===== src/rtl/core/plil_pkg.sv =====
// ----------------------------------------------------------------------------
// plil_pkg
// Shared types and constants for the piecewise-linear index lookup block:
// beat payloads, configuration bundle, controller/datapath interface.
// ----------------------------------------------------------------------------
package plil_pkg;

	// Default sizing handed to the top level parameters
	localparam int MAX_SEGMENTS_DEF        = 1024;
	localparam int SLOPE_FRAC_BITS_DEF     = 48;
	localparam int INTERCEPT_FRAC_BITS_DEF = 16;
	localparam int POSITION_BITS_DEF       = 32;

	// Fixed field widths
	localparam int KEY_W      = 64;
	localparam int COEF_W     = 64;
	localparam int SEG_IDX_W  = 10;
	localparam int POS_W      = 32;
	localparam int SEG_CNT_W  = 11;
	localparam int ERR_W      = 16;
	localparam int CFG_IDX_W  = 3;
	localparam int CFG_DATA_W = 64;

	// Configuration register indexes
	localparam logic [CFG_IDX_W-1:0] REG_KEY_LOWER = 3'd0;
	localparam logic [CFG_IDX_W-1:0] REG_KEY_UPPER = 3'd1;
	localparam logic [CFG_IDX_W-1:0] REG_ENTRY_CNT = 3'd2;
	localparam logic [CFG_IDX_W-1:0] REG_SEG_CNT   = 3'd3;
	localparam logic [CFG_IDX_W-1:0] REG_ERR_BOUND = 3'd4;
	localparam logic [CFG_IDX_W-1:0] REG_MERGED    = 3'd5;
	localparam logic [CFG_IDX_W-1:0] REG_NORMALIZE = 3'd6;

	// Request opcodes
	localparam logic CMD_LOAD   = 1'b0;
	localparam logic CMD_LOOKUP = 1'b1;

	typedef struct packed {
		logic                     cmd;
		logic [SEG_IDX_W-1:0]     seg_index;
		logic [KEY_W-1:0]         key;
		logic signed [COEF_W-1:0] slope;
		logic signed [COEF_W-1:0] intercept;
	} req_t;

	typedef struct packed {
		logic [POS_W-1:0] lower_pos;
		logic [POS_W-1:0] upper_pos;
		logic             miss;
	} rsp_t;

	typedef struct packed {
		logic [KEY_W-1:0]     key_lower_bound;
		logic [KEY_W-1:0]     key_upper_bound;
		logic [POS_W-1:0]     entry_count;
		logic [SEG_CNT_W-1:0] segment_count;
		logic [ERR_W-1:0]     error_bound;
		logic                 merged_mode;
		logic                 normalize_mode;
	} cfg_t;

	// Controller to datapath
	typedef struct packed {
		logic       seg_write;
		logic       key_load;
		logic       search_init;
		logic       search_step;
		logic       operand_load;
		logic       mul_en;
		logic [1:0] mul_k;
		logic       sum_en;
		logic       bound_en;
		logic       clamp_en;
		logic       out_load;
	} dp_cmd_t;

	// Datapath to controller
	typedef struct packed {
		logic range_miss;
		logic search_done;
	} dp_status_t;

endpackage


===== src/rtl/core/plil_ctrl.sv =====
// ----------------------------------------------------------------------------
// plil_ctrl
// Sequencer for one item at a time: range check, binary search steps,
// coefficient fetch, partial-product multiply, sum, bound and clamp, result beat.
// ----------------------------------------------------------------------------
module plil_ctrl (
	input  logic                   clk,
	input  logic                   arst_n,
	input  logic                   req_valid,
	input  logic                   req_is_lookup,
	output logic                   req_stall,
	input  logic                   rsp_stall,
	output logic                   rsp_valid,
	input  plil_pkg::dp_status_t   status,
	output plil_pkg::dp_cmd_t      cmd
);

	typedef enum logic [3:0] {
		S_IDLE,
		S_CHECK,
		S_ISSUE,
		S_COMPARE,
		S_FETCH,
		S_LATCH,
		S_MUL,
		S_SUM,
		S_BOUND,
		S_CLAMP,
		S_DONE
	} state_t;

	// Four partial products, then a final drain for the accumulator
	localparam logic [2:0] MUL_LAST = 3'd4;

	state_t     state_q;
	logic [2:0] mul_cnt_q;
	logic       rsp_valid_q;
	logic       req_accept;
	logic       slot_free;

	assign req_stall  = (state_q != S_IDLE);
	assign rsp_valid  = rsp_valid_q;
	assign req_accept = req_valid && (state_q == S_IDLE);
	assign slot_free  = !rsp_valid_q || !rsp_stall;

	// Decode datapath commands from state
	always_comb begin
		cmd           = '0;
		cmd.seg_write = req_accept && !req_is_lookup;
		cmd.key_load  = req_accept && req_is_lookup;
		case (state_q)
			S_CHECK:   cmd.search_init  = 1'b1;
			S_COMPARE: cmd.search_step  = 1'b1;
			S_LATCH:   cmd.operand_load = 1'b1;
			S_MUL: begin
				cmd.mul_en = !mul_cnt_q[2];
				cmd.mul_k  = mul_cnt_q[1:0];
			end
			S_SUM:     cmd.sum_en   = 1'b1;
			S_BOUND:   cmd.bound_en = 1'b1;
			S_CLAMP:   cmd.clamp_en = 1'b1;
			S_DONE:    cmd.out_load = slot_free;
			default:   cmd.out_load = 1'b0;
		endcase
	end

	// State, multiply counter and result valid
	always_ff @(posedge clk or negedge arst_n) begin
		if (!arst_n) begin
			state_q     <= S_IDLE;
			mul_cnt_q   <= '0;
			rsp_valid_q <= 1'b0;
		end else begin
			if (cmd.out_load) begin
				rsp_valid_q <= 1'b1;
			end else if (!rsp_stall) begin
				rsp_valid_q <= 1'b0;
			end

			case (state_q)
				S_IDLE: begin
					if (req_accept && req_is_lookup) begin
						state_q <= S_CHECK;
					end
				end
				S_CHECK: begin
					state_q <= status.range_miss ? S_DONE : S_ISSUE;
				end
				S_ISSUE: begin
					state_q <= status.search_done ? S_FETCH : S_COMPARE;
				end
				S_COMPARE: state_q <= S_ISSUE;
				S_FETCH:   state_q <= S_LATCH;
				S_LATCH: begin
					mul_cnt_q <= '0;
					state_q   <= S_MUL;
				end
				S_MUL: begin
					if (mul_cnt_q == MUL_LAST) begin
						mul_cnt_q <= '0;
						state_q   <= S_SUM;
					end else begin
						mul_cnt_q <= mul_cnt_q + 3'd1;
					end
				end
				S_SUM:   state_q <= S_BOUND;
				S_BOUND: state_q <= S_CLAMP;
				S_CLAMP: state_q <= S_DONE;
				S_DONE: begin
					if (slot_free) begin
						state_q <= S_IDLE;
					end
				end
				default: state_q <= S_IDLE;
			endcase
		end
	end

endmodule


===== config.mk =====
export PLATFORM = sky130hd
export DESIGN_NAME = plil_ctrl
export DESIGN_NICKNAME = d
export VERILOG_FILES = /design/src/rtl/core/plil_pkg.sv /design/src/rtl/core/plil_ctrl.sv
export SDC_FILE = /design/constraint.sdc
export NUM_CORES = 1
export LEC_CHECK = 0
export BUFFER_PORTS_ARGS = -buffer_cell sky130_fd_sc_hd__buf_2
export CORE_UTILIZATION = 40
export CTS_CLUSTER_DIAMETER = 80
export DETAILED_ROUTE_END_ITERATION = 7
export HOLD_SLACK_MARGIN = 0.06
export PLACE_DENSITY = 0.66
export SLEW_MARGIN = 0
export SYNTH_ARGS = -nofsm -noshare
export SYNTH_HDL_FRONTEND = slang
export SYNTH_SLANG_ARGS = --single-unit

===== constraint.sdc =====
create_clock -name clk -period 1.53 [get_ports clk]
set_input_delay 0.0765 -clock clk [delete_from_list [all_inputs] [get_ports clk]]
set_output_delay 0.0765 -clock clk [all_outputs]
set_load 0.01 [all_outputs]

==> metrics.txt, run 1 <==
status=finished, final reports clean; Worst Path Class, Setup=reg -> out; fin crit period=1510 ps; vias in the first global route=483; HP Class=in -> reg; placed cell area=713 sq um; Starting Density=44.7%; CP endpoint kind=output port; GP Congestion=0.765; most frequent cells in the layout=buf_2, buf_4, a21oi_1; CTS max path bufs=2; Worst EP arrival=1440 ps; Worst Setup SP=state_q[0]; layout net count=110; Yosys top cell by area=dfrtp_1; synth top area cells=dfrtp_1, a21oi_1, buf_6, and2_1, and4bb_1; post-route setup slack=16.7 ps; initial drt markers=10; CTS root buffer=clkbuf_4; Antenna Cells=0; DRC viols=0; via count=637; H-tree Lvls=1; Overall Power=1.58 mW; Max-Cap Viols=0; Avg Cell Area, Syn=8.60 sq um; Setup violations, final=0; number of nets with antenna violations after routing=0; FP Rows=13; drt total wl=1.49 mm; Die Area=1690 sq um; commonest non-fill, non-tap cell in the layout=buf_2; Die W=41.1 um; Tot GR Track Use=19.3%; peak supply drop=884 uV; RSZ-0062 raised after global routing=true; HP Start=rsp_stall; register bit total from synthesis=8; Routed wire per std cell=13.1 um; antenna violations before repair=0; CTS Buf Count=3; Slew @ Worst Pin=310 ps; cell area after synthesis=611 sq um; CTS tree=yes; Hold Violations, Final=0; Layout area overhead=32.6%; first-pass GRT wire length=2.10 mm; Clock transition at path regs=60 ps; Leakage=0.408 nW; pre-CTS WS=191 ps; IO Port Bufs=20; Synth top area share=32.8%; Sinks on Clock Net=8; Layout Cell Area excl Fill=810 sq um; Reg2Reg Launch Point=state_q[2]; CP max FO=9; sequential area share after synthesis=32.8%; Fin Setup TNS=0 ps; Core Area=1370 sq um; Net Count, Synth=80; post-DP HPWL=1.01 mm; CP required=1450 ps; Vias per Instance=5.59; max-slew headroom at the worst pin=79.2%; Die Ht=41.1 um; I/O pins=21; largest net degree at the start of global routing=12; Post-Synthesis Cells=71; latest clock arrival within the worst-skew pair=260 ps; GRT overflow=0; Final Skew=1.24 ps; ratio of cells with drive above 1 in the final layout=40.4%; max-slew violations=0; Cell Pwr Density=1950 nW/um^2; Worst setup SP type=flop; FMAX=661 MHz; TritonRoute pass-1 iters=4; synth warn=0; final period utilization=98.9%; final core utilization=59.2%; Netlist cell types=28
power breakdown:
group	leakage, nW	internal, mW	switching [mW]
Combinational	0.298	0.476	0.465
Sequential	0.0963	0.315	0.145
Clock	0.0138	0.0906	0.0835
synthesized netlist by cell type:
| master | instances |
|---|---|
| nor2b_1 | 3 |
| o22ai_1 | 2 |
| buf_2 | 1 |
| nand3b_1 | 1 |
| and2_1 | 4 |
| nor2_1 | 4 |
| ha_1 | 2 |
| xor2_1 | 1 |
| buf_4 | 1 |
| a311o_1 | 1 |
| dfrtp_1 | 8 |
| o22a_1 | 1 |
| and3_1 | 2 |
| nand2_1 | 6 |
| or3b_1 | 1 |
| a31oi_1 | 1 |
| nor3_1 | 4 |
| a21oi_1 | 9 |
| inv_1 | 4 |
| and4bb_1 | 2 |
| buf_6 | 3 |
| o21bai_1 | 1 |
| nand2b_1 | 4 |
| a211oi_1 | 1 |
| a32oi_1 | 1 |
| a31o_1 | 1 |
| nor4_2 | 1 |
| o31ai_1 | 1 |
worst max-delay path, stage by stage (launching register included):
cell	delay, ps
dfrtp_2	480
nor4_4	370
buf_4	180
inv_1	30
buf_2	120
final timing paths:
check / cells past startpoint / to / slack, ps
worst max-delay path: 4 / req_stall / 20
worst min-delay path: 3 / rsp_valid / 80
worst max register to register: 4 / state_q[0] / 200
worst min register to register: 1 / mul_cnt_q[0] / 540
max in group asynchronous: 2 / state_q[1] / 1150
min in group asynchronous: 2 / mul_cnt_q[0] / 190
per-stage QoR:
step / instances / hold slack (ps)
final: 114 / 75.9
after global routing: 114 / 79.5
after CTS: 110 / 62.0
after detailed placement: 105 / -63.5
after global placement: 105 / -66.9
after floorplan: 71 / -219
final cells by class:
class / count / area [sq um]
inverters: 4 / 15.0
multi-input cells: 54 / 372
repair buffers: 30 / 178
flip-flops and latches: 8 / 204
clock buffers: 3 / 22.5
well taps: 15 / 18.8
fillers: 127 / 557
flip-flops by register name (all words and copies together), names as in the netlist:
signal / flops
state_q: 4
mul_cnt_q: 3
rsp_valid: 1
kinds of logic after synthesis:
kind of cell	count (synthesis)	synth area share (%)
xor+xnor	1	1.43
simple gates	32	31.6
buf+inv	9	10.0
compound gates	19	20.1
flops	8	32.8
fa+ha+maj	2	4.10
routing by layer:
layer	wire length, um	GRT usage, %	vias up
li1	-	-	307
met1	682	26.2	307
met2	716	28.9	20
met3	71	4.89	3
met4	19	7.50	0
met5	0	0	-
timing repair:
item	4_1_cts	5_1_grt
setup buffers	1	4
gates resized for setup	5	3
endpoints found under the setup margin	3	7
hold buffers	1	0
hold endpoints to repair	8	0
Note: power is estimated with default switching activity, not from simulation.
==> run 2, diff against run 1 <==
Settings changed: RECOVER_POWER set to 50.
==> metrics.txt, run 2 (same netlist as run 1, synthesis figures left out) <==
Die W=41.1 um (unchanged); CP endpoint kind=output port; CTS tree=yes; Antenna Cells=0 (unchanged); Slowest-stage cell, CP=dfrtp_2; most frequent cells in the layout=buf_2, buf_4, a21oi_1; Setup violations, final=0 (unchanged); number of nets with antenna violations after routing=0 (unchanged); GP Congestion=0.765 (unchanged); Core Area=1370 sq um (unchanged); post-DP HPWL=1.01 mm (unchanged); Max-Cap Viols=0 (unchanged); antenna violations before repair=0 (unchanged); register area=204 sq um (unchanged); IO Port Bufs=20 (unchanged); Clk pwr share=11.0% (about the same); commonest non-fill, non-tap cell in the layout=buf_2; HP Start=rsp_stall; RSZ-0062 raised after global routing=true; CP max FO=9 (unchanged); Biggest register=state_q; Clock transition at path regs=60 ps (about the same); Die Ht=41.1 um (unchanged); layout net count=110 (unchanged); Vias per Instance=5.50 (-1.6%); TritonRoute pass-1 iters=4 (unchanged); Seq pwr share=29.3% (about the same); Hold Violations, Final=0 (unchanged); placed cell area=713 sq um (unchanged); Fillers=129 (+1.6%); P_int=0.879 mW (-0.31%); vias in the first global route=483 (unchanged); Sw Share=44.1% (+0.12 points); max FFs per register=4 (unchanged); Layout area overhead=32.2%; GRT overflow=0 (unchanged); Starting Density=44.7% (unchanged); DRC viols=0 (unchanged); Cell Pwr Density=1950 nW/um^2 (+0.22%); Worst EP arrival=1440 ps (about the same); CP cell instances=nor4_4, buf_4, inv_1, buf_2; HP Class=in -> reg; ratio of cells with drive above 1 in the final layout=38.4% (-2.0 points); first-pass GRT wire length=2.10 mm (unchanged); status=finished, final reports clean; H-tree Lvls=1 (unchanged); CTS max path bufs=2 (unchanged); multi-input combinational cell area=372 sq um (unchanged); FMAX=661 MHz (about the same); via count=627 (-1.6%); Reg2Reg Launch Point=state_q[2]; CTS Buf Count=3 (unchanged); Slew @ Worst Pin=475 ps (+165 ps); Net Switching=0.695 mW (+0.18%); max-slew violations=0 (unchanged); largest net degree at the start of global routing=12 (unchanged); drt total wl=1.49 mm (-0.13%); Worst setup SP type=flop; peak supply drop=883 uV (about the same); Leakage=0.401 nW (-1.7%); Layout Cell Area excl Fill=807 sq um (-0.31%); Worst Setup SP=state_q[0]; FP Rows=13 (unchanged); combinational fraction of design power=59.7% (about the same); I/O pins=21 (unchanged); Slowest Stage Delay on Critical Path=480 ps (about the same); Die Area=1690 sq um (unchanged); final period utilization=98.9% (about the same); CTS root buffer=clkbuf_4; Worst Path Class, Setup=reg -> out; pre-CTS WS=191 ps (unchanged); max-slew headroom at the worst pin=68.3% (-11 points); latest clock arrival within the worst-skew pair=260 ps (about the same); post-route setup slack=16.2 ps (-0.537 ps); Routed wire per std cell=13.0 um (-0.13%); CP required=1450 ps (about the same); Tot GR Track Use=19.3% (unchanged); Sinks on Clock Net=8 (unchanged); Final Skew=1.84 ps (+0.595 ps); initial drt markers=15 (+5); fin crit period=1510 ps (+0.537 ps)
[run 2: path summary, 6_finish.rpt]
kind                                 to  slack, ps  depth (start not counted)
max                           req_stall         20                          4
min                           rsp_valid         80                          3
max reg2reg                  state_q[0]        180                          4
min reg2reg                mul_cnt_q[0]        540                          1
max in group asynchronous    state_q[3]        900                          2
min in group asynchronous  mul_cnt_q[0]        280                          2
[run 2: worst max-delay path, delay by kind of cell (launching register included)]
kind                   cells  cell delay [ps]
DFF                        1              480
buffers and inverters      3              330
and+or+nand+nor            1              370
[run 2: final cells by class]
| type | count | share of cell area [%] |
|---|---|---|
| inverters | 4 | 1.86 |
| repair buffers | 30 | 21.7 |
| multi-input cells | 54 | 46.0 |
| well taps | 15 | 2.33 |
| clock buffers | 3 | 2.79 |
| flip-flops and latches | 8 | 25.3 |
[run 2: metal layers]
layer	share of wire (%)	global-route usage (%)	routed length (um)
met1	47	26.2	696
met2	47	28.9	697
met3	4.8	4.89	71
met4	1.3	7.50	20
met5	0	0	0
[run 2: per-stage QoR]
| stage | util (%) | power (mW) | setup TNS (ps) | std cells | hold WS, ps |
|---|---|---|---|---|---|
| floorplan | - | 1.06 | 0 | 71 | -219 |
| finish | 59.1 | 1.57 | 0 | 114 | 77.6 |
| global placement | 52.2 | 1.23 | 0 | 105 | -66.9 |
| global route | 59.1 | 1.70 | -142 | 114 | 79.5 |
| CTS | 56.6 | 1.48 | 0 | 110 | 62.0 |
| detailed placement | 52.2 | 1.24 | 0 | 105 | -63.5 |
[run 2: repair_timing]
item,in CTS,in global routing
pin swaps,0,0
endpoints found under the setup margin,3,7
hold buffers,1,0
endpoints found under the hold margin,8,0
setup buffers,1,4
gates resized for setup,5,3
[run 2: power by group through the flow]
stage	logic [mW]	registers, mW	clock network, mW
global route	1.04	0.477	0.182
global placement	0.773	0.459	0
finish	0.939	0.461	0.174
floorplan	0.664	0.393	0
CTS	0.835	0.471	0.174
detailed placement	0.774	0.461	0
==> run 3, diff against run 2 <==
Settings changed: CORE_UTILIZATION 40 to 47, PLACE_DENSITY 0.66 to 0.76.
==> metrics.txt, run 3 (same netlist as run 1, synthesis figures left out) <==
ratio of cells with drive above 1 in the final layout=40.6% (+2.2 points); Setup violations, final=0 (unchanged); Die Ht=38.0 um (-7.4%); HP Start=status[0]; initial drt markers=26 (+11); HP Class=in -> reg; placed cell area=719 sq um (+0.88%); final core utilization=71.6% (+13 points); status=finished, final reports clean; DRC viols=0 (unchanged); number of nets with antenna violations after routing=0 (unchanged); largest net degree at the start of global routing=12 (unchanged); Antenna Cells=0 (unchanged); first-pass GRT wire length=2.33 mm (+11%); Core Area=1160 sq um (-15%); Starting Density=52.8% (+8.1 points); IO Port Bufs=20 (unchanged); CTS tree=yes; Clock transition at path regs=60 ps (about the same); antenna violations before repair=0 (unchanged); layout net count=112 (+1.8%); TritonRoute pass-1 iters=4 (unchanged); Final Hold Slack=158 ps (+80.0 ps); Biggest register=state_q; Tot GR Track Use=23.8% (+4.4 points); Worst Path Class, Setup=reg -> out; RSZ-0062 raised after global routing=true; Worst EP arrival=1450 ps (about the same); Layout area overhead=35.7%; vias in the first global route=510 (+5.6%); Slew @ Worst Pin=498 ps (+22.4 ps); CP max FO=3 (-6); max FFs per register=4 (unchanged); Die Area=1450 sq um (-14%); Cell Pwr Density=1960 nW/um^2 (+0.74%); Worst setup SP type=flop; Max-Cap Viols=0 (unchanged); Worst Setup SP=state_q[2]; max-slew headroom at the worst pin=66.8% (-1.5 points); Leakage=0.410 nW (+2.1%); CTS root buffer=clkbuf_4; peak supply drop=920 uV (+4.2%); FP Rows=12 (-1); drt total wl=1.63 mm (+9.5%); Vias per Instance=5.77 (+4.8%); Fin Setup TNS=0 ps (unchanged); Reg2Reg Launch Point=state_q[3]; I/O pins=21 (unchanged); final std cells w/o fill=115 (+0.88%); FMAX=655 MHz (-0.83%); CTS Buf Count=3 (unchanged); CP endpoint kind=output port; H-tree Lvls=1 (unchanged); Hold Violations, Final=0 (unchanged); CTS max path bufs=2 (unchanged); GP Congestion=0.879 (+15%); final period utilization=99.8% (+0.82 points); Placed Cells=105 (unchanged); max-slew violations=0 (unchanged); latest clock arrival within the worst-skew pair=270 ps (about the same); commonest non-fill, non-tap cell in the layout=buf_2; Die W=38.0 um (-7.4%); most frequent cells in the layout=buf_2, buf_4, a21oi_1; GRT overflow=0 (unchanged); fin crit period=1530 ps (+12.6 ps); Routed wire per std cell=14.2 um (+8.6%); Sinks on Clock Net=8 (unchanged); Final Skew=0.518 ps (-1.32 ps); via count=663 (+5.7%); CP required=1450 ps (about the same); post-DP HPWL=1.04 mm (+2.8%); Layout Cell Area excl Fill=828 sq um (+2.6%)
-- run 3: area by class of cell --
class	instances	area, sq um
multi-input cells	54	377
fillers	93	328
flip-flops and latches	8	204
repair buffers	32	193
clock buffers	3	22.5
well taps	14	17.5
inverters	4	15.0
-- run 3: worst max-delay path, cell delays in order, from the launching register on --
cell	delay (ps)
dfrtp_1	410
nand2b_4	160
or3b_4	380
a21oi_2	100
buf_2	130
-- run 3: per-layer routing --
| layer | up-vias | GRT usage [%] | part of all wire (%) |
|---|---|---|---|
| met2 | 39 | 34.3 | 46 |
| met5 | - | 0 | 0 |
| li1 | 312 | - | - |
| met1 | 307 | 33.3 | 44 |
| met3 | 5 | 5.23 | 8.8 |
| met4 | 0 | 10.7 | 1.5 |
-- run 3: repair_timing --
item | CTS | global route
hold buffers | 2 | 0
setup buffers | 0 | 5
gates cloned | 0 | 0
hold endpoints to repair | 9 | 0
gates resized for setup | 5 | 5
endpoints found under the setup margin | 4 | 8
-- run 3: path summary, 6_finish.rpt --
check | to | slack, ps | cells after the start
worst max-delay path | cmd[0] | 4 | 4
worst min-delay path | state_q[2] | 160 | 3
worst max register to register | state_q[0] | 200 | 4
worst min register to register | mul_cnt_q[0] | 540 | 1
max in group asynchronous | state_q[1] | 890 | 2
min in group asynchronous | rsp_valid | 280 | 2
-- run 3: power breakdown --
group          leakage [nW]  total, mW  internal, mW  switching [mW]
registers            0.0963      0.470         0.315           0.155
clock network        0.0138      0.175        0.0906          0.0844
logic                 0.299      0.983         0.496           0.487
-- run 3: metrics by stage --
stage               total power, mW  setup WS (ps)
floorplan                      1.06            291
global placement               1.24            204
detailed placement             1.26            146
CTS                            1.49           6.83
global route                   1.75          -57.6
finish                         1.63           3.59
